File: src/rtl/cblp_pkg.sv
// Shared types and constants of the load-record stream parser.
// Used by the channel interfaces, the top level and the checker.
package cblp_pkg;

   localparam int ADDR_BITS = 16;
   localparam logic [16:0] ADDR_SPAN = 17'(64'd1 << ADDR_BITS);

   localparam logic [7:0] TYPE_DATA = 8'h00;
   localparam logic [7:0] TYPE_END  = 8'hFF;

   localparam logic [15:0] LOW_LIMIT_RESET = 16'h6100;
   localparam logic [16:0] ROM_LIMIT_RESET = 17'h0E000;

   localparam logic CSR_LOW_LIMIT = 1'b0;
   localparam logic CSR_ROM_LIMIT = 1'b1;

   typedef enum logic [2:0] {
      ST_PARSING   = 3'd0,
      ST_DONE      = 3'd1,
      ST_LOW_ADDR  = 3'd2,
      ST_ROM_WRITE = 3'd3,
      ST_TRUNCATED = 3'd4
   } status_type;

   typedef enum logic [1:0] {
      KIND_DATA  = 2'd0,
      KIND_END   = 2'd1,
      KIND_OTHER = 2'd2
   } kind_type;

   typedef enum logic [7:0] {
      PH_TYPE   = 8'b0000_0001,
      PH_LEN_HI = 8'b0000_0010,
      PH_LEN_LO = 8'b0000_0100,
      PH_ADR_HI = 8'b0000_1000,
      PH_ADR_LO = 8'b0001_0000,
      PH_DATA   = 8'b0010_0000,
      PH_SKIP   = 8'b0100_0000,
      PH_STOP   = 8'b1000_0000
   } phase_type;

endpackage

File: src/rtl/cblp_channels.sv
// Valid/ready channel interfaces for the stream bytes and the parse results.
// Depends on cblp_pkg for the status type.
interface cblp_req_if;
   logic       valid;
   logic       ready;
   logic [7:0] data_byte;
   logic       end_of_stream;

   modport source (output valid, output data_byte, output end_of_stream, input ready);
   modport sink   (input valid, input data_byte, input end_of_stream, output ready);
endinterface

interface cblp_rsp_if;
   logic                   valid;
   logic                   ready;
   logic                   write_valid;
   logic [15:0]            write_address;
   logic [7:0]             write_data;
   cblp_pkg::status_type   status;
   logic [15:0]            exec_address;
   logic [16:0]            lowest_address;
   logic [16:0]            highest_address;

   modport source (output valid, output write_valid, output write_address,
                   output write_data, output status, output exec_address,
                   output lowest_address, output highest_address, input ready);
   modport sink   (input valid, input write_valid, input write_address,
                   input write_data, input status, input exec_address,
                   input lowest_address, input highest_address, output ready);
endinterface

File: src/rtl/chunked_binary_loader_parser_top.sv
// Load-record parser: each accepted input beat yields a registered result beat in the next cycle.
// Throughput is one beat per cycle unless a result stalls; every state register feeds its own next state.
// The result register frees itself in the cycle its beat is taken, so input waits only while a
// result beat is held off by the receiver. Reset (synchronous, active high) returns the parser
// to the record-type phase, clears the trackers (lowest address back to 65536), restores both
// limits to their defaults and empties the result register.
module chunked_binary_loader_parser_top (
   input  logic                clock,
   input  logic                reset,
   cblp_req_if.sink            req_chan,
   cblp_rsp_if.source          rsp_chan,
   input  logic                csr_write_enable,
   input  logic                csr_index,
   input  logic [16:0]         csr_write_data
);
   import cblp_pkg::*;

   // Configuration registers. The user must write them only while the parser is idle; the block does not enforce it.
   logic [15:0] low_limit_ff;
   logic [16:0] rom_limit_ff;

   always_ff @(posedge clock) begin
      if (reset) begin
         low_limit_ff <= LOW_LIMIT_RESET;
         rom_limit_ff <= ROM_LIMIT_RESET;
      end else if (csr_write_enable) begin
         case (csr_index)
            CSR_LOW_LIMIT: low_limit_ff <= csr_write_data[15:0];
            CSR_ROM_LIMIT: rom_limit_ff <= csr_write_data;
            default: ;
         endcase
      end
   end

   // Parser state. The hold register keeps the high byte of a length or address
   // until its low byte arrives.
   phase_type   phase_ff,    phase_in;
   kind_type    kind_ff,     kind_in;
   logic [15:0] remain_ff,   remain_in;
   logic [7:0]  hold_ff,     hold_in;
   logic [16:0] cur_addr_ff, cur_addr_in;
   logic [15:0] exec_ff,     exec_in;
   logic [16:0] min_ff,      min_in;
   logic [16:0] max_ff,      max_in;
   status_type  status_ff,   status_in;

   // Result register with its valid flag.
   logic        rsp_valid_ff;
   logic        wr_valid_ff,  wr_valid_in;
   logic [15:0] wr_addr_ff,   wr_addr_in;
   logic [7:0]  wr_data_ff,   wr_data_in;

   logic        req_accept;
   logic [15:0] word_value;
   logic [15:0] remain_dec;
   logic [16:0] addr_inc;
   logic        rom_hit;

   // A new beat is taken whenever the result register is empty or drains this cycle.
   assign req_chan.ready = !rsp_valid_ff || rsp_chan.ready;
   assign req_accept     = req_chan.valid && req_chan.ready;

   assign word_value = {hold_ff, req_chan.data_byte};
   assign remain_dec = remain_ff - 16'd1;
   assign addr_inc   = cur_addr_ff + 17'd1;
   assign rom_hit    = (cur_addr_ff >= rom_limit_ff) || (cur_addr_ff >= ADDR_SPAN);

   always_comb begin
      phase_in    = phase_ff;
      kind_in     = kind_ff;
      remain_in   = remain_ff;
      hold_in     = hold_ff;
      cur_addr_in = cur_addr_ff;
      exec_in     = exec_ff;
      min_in      = min_ff;
      max_in      = max_ff;
      status_in   = status_ff;
      wr_valid_in = 1'b0;
      wr_addr_in  = 16'd0;
      wr_data_in  = 8'd0;

      // Once stopped, every beat just reports the frozen outputs again.
      if (phase_ff != PH_STOP) begin
         if (req_chan.end_of_stream) begin
            status_in = ST_TRUNCATED;
            phase_in  = PH_STOP;
         end else begin
            case (phase_ff)
               PH_TYPE: begin
                  if (req_chan.data_byte == TYPE_DATA) begin
                     kind_in = KIND_DATA;
                  end else if (req_chan.data_byte == TYPE_END) begin
                     kind_in = KIND_END;
                  end else begin
                     kind_in = KIND_OTHER;
                  end
                  phase_in = PH_LEN_HI;
               end
               PH_LEN_HI: begin
                  hold_in  = req_chan.data_byte;
                  phase_in = PH_LEN_LO;
               end
               PH_LEN_LO: begin
                  remain_in = word_value;
                  // Skip records go straight to their payload; an empty one ends here.
                  if (kind_ff == KIND_OTHER) begin
                     phase_in = (word_value != 16'd0) ? PH_SKIP : PH_TYPE;
                  end else begin
                     phase_in = PH_ADR_HI;
                  end
               end
               PH_ADR_HI: begin
                  hold_in  = req_chan.data_byte;
                  phase_in = PH_ADR_LO;
               end
               PH_ADR_LO: begin
                  if (kind_ff == KIND_END) begin
                     exec_in   = word_value;
                     status_in = ST_DONE;
                     phase_in  = PH_STOP;
                  end else if (word_value < low_limit_ff) begin
                     status_in = ST_LOW_ADDR;
                     phase_in  = PH_STOP;
                  end else begin
                     // Even an empty data record counts toward the address range.
                     cur_addr_in = {1'b0, word_value};
                     if ({1'b0, word_value} < min_ff) begin
                        min_in = {1'b0, word_value};
                     end
                     if ({1'b0, word_value} > max_ff) begin
                        max_in = {1'b0, word_value};
                     end
                     phase_in = (remain_ff != 16'd0) ? PH_DATA : PH_TYPE;
                  end
               end
               PH_DATA: begin
                  // A write into ROM space ends parsing for good.
                  if (rom_hit) begin
                     status_in = ST_ROM_WRITE;
                     phase_in  = PH_STOP;
                  end else begin
                     wr_valid_in = 1'b1;
                     wr_addr_in  = cur_addr_ff[15:0];
                     wr_data_in  = req_chan.data_byte;
                     cur_addr_in = addr_inc;
                     if (addr_inc > max_ff) begin
                        max_in = addr_inc;
                     end
                     remain_in = remain_dec;
                     if (remain_dec == 16'd0) begin
                        phase_in = PH_TYPE;
                     end
                  end
               end
               PH_SKIP: begin
                  remain_in = remain_dec;
                  if (remain_dec == 16'd0) begin
                     phase_in = PH_TYPE;
                  end
               end
               default: begin
                  phase_in = PH_STOP;
               end
            endcase
         end
      end
   end

   always_ff @(posedge clock) begin
      if (reset) begin
         phase_ff    <= PH_TYPE;
         kind_ff     <= KIND_DATA;
         remain_ff   <= 16'd0;
         hold_ff     <= 8'd0;
         cur_addr_ff <= 17'd0;
         exec_ff     <= 16'd0;
         min_ff      <= ADDR_SPAN;
         max_ff      <= 17'd0;
         status_ff   <= ST_PARSING;
      end else if (req_accept) begin
         phase_ff    <= phase_in;
         kind_ff     <= kind_in;
         remain_ff   <= remain_in;
         hold_ff     <= hold_in;
         cur_addr_ff <= cur_addr_in;
         exec_ff     <= exec_in;
         min_ff      <= min_in;
         max_ff      <= max_in;
         status_ff   <= status_in;
      end
   end

   always_ff @(posedge clock) begin
      if (reset) begin
         rsp_valid_ff <= 1'b0;
      end else if (req_accept) begin
         rsp_valid_ff <= 1'b1;
      end else if (rsp_chan.ready) begin
         rsp_valid_ff <= 1'b0;
      end
   end

   // The write fields need no reset; they are only seen with the valid flag.
   always_ff @(posedge clock) begin
      if (req_accept) begin
         wr_valid_ff <= wr_valid_in;
         wr_addr_ff  <= wr_addr_in;
         wr_data_ff  <= wr_data_in;
      end
   end

   // The tracker registers only change on an accepted beat, so they double as
   // the result fields of the beat held in the result register.
   assign rsp_chan.valid           = rsp_valid_ff;
   assign rsp_chan.write_valid     = wr_valid_ff;
   assign rsp_chan.write_address   = wr_addr_ff;
   assign rsp_chan.write_data      = wr_data_ff;
   assign rsp_chan.status          = status_ff;
   assign rsp_chan.exec_address    = exec_ff;
   assign rsp_chan.lowest_address  = min_ff;
   assign rsp_chan.highest_address = max_ff;

endmodule

File: src/flat_wrapper.sv
// flat-port wrapper written by rule: the top's interface ports become plain ports
module chunked_binary_loader_parser_top_flat import cblp_pkg::*;
  (clock, reset, csr_write_enable, csr_index, csr_write_data, req_chan_valid, req_chan_data_byte, req_chan_end_of_stream, req_chan_ready, rsp_chan_valid, rsp_chan_write_valid, rsp_chan_write_address, rsp_chan_write_data, rsp_chan_status, rsp_chan_exec_address, rsp_chan_lowest_address, rsp_chan_highest_address, rsp_chan_ready);
  cblp_req_if req_chan_i ();
  cblp_rsp_if rsp_chan_i ();
  input  logic clock;
  input  logic reset;
  input  logic csr_write_enable;
  input  logic csr_index;
  input  logic [16:0] csr_write_data;
  input wire logic [$bits(req_chan_i.valid)-1:0] req_chan_valid;
  input wire logic [$bits(req_chan_i.data_byte)-1:0] req_chan_data_byte;
  input wire logic [$bits(req_chan_i.end_of_stream)-1:0] req_chan_end_of_stream;
  output wire logic [$bits(req_chan_i.ready)-1:0] req_chan_ready;
  output wire logic [$bits(rsp_chan_i.valid)-1:0] rsp_chan_valid;
  output wire logic [$bits(rsp_chan_i.write_valid)-1:0] rsp_chan_write_valid;
  output wire logic [$bits(rsp_chan_i.write_address)-1:0] rsp_chan_write_address;
  output wire logic [$bits(rsp_chan_i.write_data)-1:0] rsp_chan_write_data;
  output wire logic [$bits(rsp_chan_i.status)-1:0] rsp_chan_status;
  output wire logic [$bits(rsp_chan_i.exec_address)-1:0] rsp_chan_exec_address;
  output wire logic [$bits(rsp_chan_i.lowest_address)-1:0] rsp_chan_lowest_address;
  output wire logic [$bits(rsp_chan_i.highest_address)-1:0] rsp_chan_highest_address;
  input wire logic [$bits(rsp_chan_i.ready)-1:0] rsp_chan_ready;
  assign req_chan_i.valid = req_chan_valid;
  assign req_chan_i.data_byte = req_chan_data_byte;
  assign req_chan_i.end_of_stream = req_chan_end_of_stream;
  assign req_chan_ready = req_chan_i.ready;
  assign rsp_chan_valid = rsp_chan_i.valid;
  assign rsp_chan_write_valid = rsp_chan_i.write_valid;
  assign rsp_chan_write_address = rsp_chan_i.write_address;
  assign rsp_chan_write_data = rsp_chan_i.write_data;
  assign rsp_chan_status = rsp_chan_i.status;
  assign rsp_chan_exec_address = rsp_chan_i.exec_address;
  assign rsp_chan_lowest_address = rsp_chan_i.lowest_address;
  assign rsp_chan_highest_address = rsp_chan_i.highest_address;
  assign rsp_chan_i.ready = rsp_chan_ready;
  chunked_binary_loader_parser_top u_core (.clock(clock), .reset(reset), .req_chan(req_chan_i), .rsp_chan(rsp_chan_i), .csr_write_enable(csr_write_enable), .csr_index(csr_index), .csr_write_data(csr_write_data));
endmodule
File: config.mk
export PLATFORM = sky130hd
export DESIGN_NAME = chunked_binary_loader_parser_top_flat
export DESIGN_NICKNAME = d
export VERILOG_FILES = /design/src/rtl/cblp_pkg.sv /design/src/rtl/cblp_channels.sv /design/src/rtl/chunked_binary_loader_parser_top.sv /design/src/flat_wrapper.sv
export SDC_FILE = /design/constraint.sdc
export NUM_CORES = 1
export LEC_CHECK = 0
export BUFFER_PORTS_ARGS = -buffer_cell sky130_fd_sc_hd__buf_2
export CAP_MARGIN = 20
export CORE_MARGIN = 10
export CORE_UTILIZATION = 56
export DETAILED_ROUTE_END_ITERATION = 10
export GPL_TIMING_DRIVEN = 0
export PLACE_DENSITY = 0.86
export SLEW_MARGIN = 20
export SYNTH_ARGS = -nofsm -noshare
export SYNTH_HDL_FRONTEND = slang
export SYNTH_SLANG_ARGS = --single-unit
export TNS_END_PERCENT = 30
File: constraint.sdc
create_clock -name clock -period 10.7 [get_ports clock]
set_input_delay 1.07 -clock clock [delete_from_list [all_inputs] [get_ports clock]]
set_output_delay 1.07 -clock clock [all_outputs]
set_load 0.01 [all_outputs]
==> results.cfg <==
[placement]
globalplace.congestion = 1.02
portBuffers = 108
dp.final_hpwl_um = 21600
preCtsSetupSlack_ns = 6.25

[logic_synthesis]
synth_cell_types = 64
ys_warn_count = 0
netlist_area_sq_um = 9410
synth_edf_count = 25
synth.net_count = 1255
synthFlopType = dfxtp_1
yosys_register_bits = 163
syn_area_per_cell_sq_um = 8.26
ys_seq_area_share_pct = 37.3
synth_top_area_share_pct = 29.4
synth-async-reset-ratio_pct = 0
syn_inst = 1139
yosysTopAreaCell = dfxtp_1
ys_top_cells_by_area = dfxtp_1 29%, ha_1 11%, edfxtp_1 8.0%

[global_route]
antenna_found_initial = 0
grt_use_total_pct = 26.2
grt_pass1_wl_um = 46400
grt_max_degree = 27
grt-ovfl-total = 0
grt_pass1_vias = 8934

[sta]
fin_skew_ns = 0.00884
final_max_slew_viol_count = 0
hold_violations = 0
fmax_ghz = 0.229
finalCriticalPeriod_ns = 4.37
setup_viol = 0
worst_slack_ns = 6.33
worstMarginPinSlew_ns = 0.834
relSlewSlack_pct = 44.3
grt_setup_unrepaired = no
fin_tns_setup_ns = 0
period_share_pct = 40.8

[cts]
clock-root-buffer = clkbuf_16
cts_resized = 0
cts_buffers = 17
postCtsHoldBufs = 0
insertion_delay_ns = 0.44
ctsLongestPathBuffers = 2
cts_tree = yes
htreeDepth = 4
clk_pin_slew_ns = 0.07
cts_sinks = 163
post-cts-setup-buffers = 0

[floorplanning]
die_area_sq_um = 22400
core-area_sq_um = 16500
start_util_pct = 56.9
ios = 112
fp.dieW_um = 150
num_rows = 47
die_y_um = 150

[route]
wire_per_inst_um = 19.7
drtPass1Iterations = 7
routed_wirelength_um = 29500
ant_nets = 0
first_iter_violations = 1230
vias_per_cell = 6.16
vias = 9236
drc_errors = 0

[pwr]
p_switching_uw = 341
p_int_uw = 985
ir_drop_mv = 0.118
p_leak_uw = 0.00447
p_comb_share_pct = 7.3
power_frac_seq_pct = 48.1
p_sw_share_pct = 25.7
clockPowerShare_pct = 44.6
power.density_nw_per_um2 = 123

[worst_setup_path]
critPathArrivalTime_ns = 4.73
reg2reg_depth = 13
critPathMaxFanout = 10
crit_type = reg -> reg
startpoint_type = flip-flop
worstPathRequired_ns = 11.06
crit_path_end_kind = flip-flop

[finish]
nets = 1383
insertedDiodeCount = 0
final_common_cell = nand2_1
mostFrequentLayoutCells = 182 x nand2_1, 138 x dfxtp_1, 116 x buf_2
area_growth_pct = 14.9
drive_gt1_share_pct = 13.8

[min_path]
hold_path_depth = 2
hold_class = reg -> reg

[run_status]
outcome = finished clean

[job]
maxCapViolCount = 0
-- flip-flops by register name (all words and copies together) (netlist names) --
register                         count
u_core.rsp_chan.write_data           8
u_core.rsp_chan.highest_address     17
u_core.rom_limit_ff                 17
u_core.rsp_chan.lowest_address      17
u_core.low_limit_ff                 16
u_core.rsp_chan.write_address       16
u_core.remain_ff                    16
u_core.phase_ff                      8
u_core.cur_addr_ff                  17
u_core.kind_ff                       2
u_core.hold_ff                       8
u_core.rsp_chan.valid                1
u_core.rsp_chan.exec_address        16
u_core.rsp_chan.status               3
u_core.rsp_chan.write_valid          1
-- cell usage after synthesis (all sizes together) (4+ instances only) --
| cell type | instances |
|---|---|
| nor2b | 7 |
| buf | 13 |
| o41ai | 4 |
| a211oi | 12 |
| nand2b | 5 |
| a31oi | 7 |
| edfxtp | 25 |
| a221oi | 6 |
| nand4b | 5 |
| dfxtp | 138 |
| nor2 | 71 |
| clkbuf | 44 |
| or4 | 5 |
| xor2 | 5 |
| inv | 84 |
| o31ai | 5 |
| and3 | 5 |
| a21oi | 103 |
| or3 | 5 |
| o21ai | 58 |
| nand4 | 24 |
| xnor2 | 11 |
| nor3 | 19 |
| nand3 | 41 |
| o211ai | 11 |
| ha | 84 |
| a21o | 18 |
| a31o | 5 |
| mux2 | 7 |
| nor4 | 11 |
| mux2i | 43 |
| o21a | 7 |
| and2 | 29 |
| nand2 | 182 |
-- worst max-delay path, cell delays in order (launching register included) --
cell and delay (ns):
dfxtp_1 0.51, ha_1 0.29, nand3_1 0.20, nor4_2 0.63, nand3_1 0.17, xnor2_1 0.19
ha_1 0.35, nand4_1 0.17, a311oi_1 0.27, nor4_1 0.12, o32ai_2 0.60, clkbuf_1 0.45
nand3_1 0.16, a21oi_1 0.17
-- cell type report --
| class | instances | area (sq um) |
|---|---|---|
| inverters | 84 | 315 |
| flip-flops and latches | 163 | 3510 |
| repair buffers | 109 | 556 |
| clock inverters | 11 | 93.8 |
| clock buffers | 21 | 470 |
| well taps | 220 | 275 |
| multi-input cells | 835 | 5350 |
| fillers | 1354 | 5720 |
| plain buffers | 57 | 238 |
-- path summary, 6_finish.rpt --
check                                             to                    start  slack [ns]
hold / removal               u_core.low_limit_ff[10]  u_core.low_limit_ff[10]        0.46
setup / recovery  u_core.rsp_chan.highest_address[0]    u_core.cur_addr_ff[0]        6.33
hold reg to reg              u_core.low_limit_ff[10]  u_core.low_limit_ff[10]        0.46
setup reg to reg  u_core.rsp_chan.highest_address[0]    u_core.cur_addr_ff[0]        6.33
-- kinds of logic (layout without fill, tap and decap cells) --
kind of cell,count (synthesis),count (layout),share of synthesized area (%)
AO/OA/AOI/OAI,261,261,17.1
XOR/XNOR,16,16,1.49
adder cells (fa/ha/maj),84,84,11.2
buffers and inverters,141,282,5.88
flip-flops,163,163,37.3
multiplexers,50,50,5.41
AND/OR/NAND/NOR,424,424,21.6
-- stage by stage --
step           total power, uW  area, sq um  util, %  hold WS (ns)  cells
2_1_floorplan              707         9410        -         0.432   1139
3_3_place_gp               743        10200     61.9         0.443   1467
3_5_place_dp               746        10200     61.9         0.446   1467
4_1_cts                   1330        10800     65.3         0.455   1499
5_1_grt                   1370        10800     65.4         0.473   1500
6_report                  1330        10800     65.4         0.456   1500
-- power groups by stage --
stage               clock (uW)  sequential, uW  combinational (uW)
floorplan                    0             653                53.3
finish                     591             638                97.5
global placement             0             651                91.6
CTS                        592             638                95.0
detailed placement           0             652                94.4
global route               624             639                 106
-- layer usage --
metal	share of wire [%]	vias up	track usage, %
met4	4.8	0	14.4
met1	39	4321	32.0
met2	46	509	41.9
met5	0	-	0
li1	-	4286	-
met3	10	120	6.01
No activity file was read; power rests on OpenSTA's default activity.
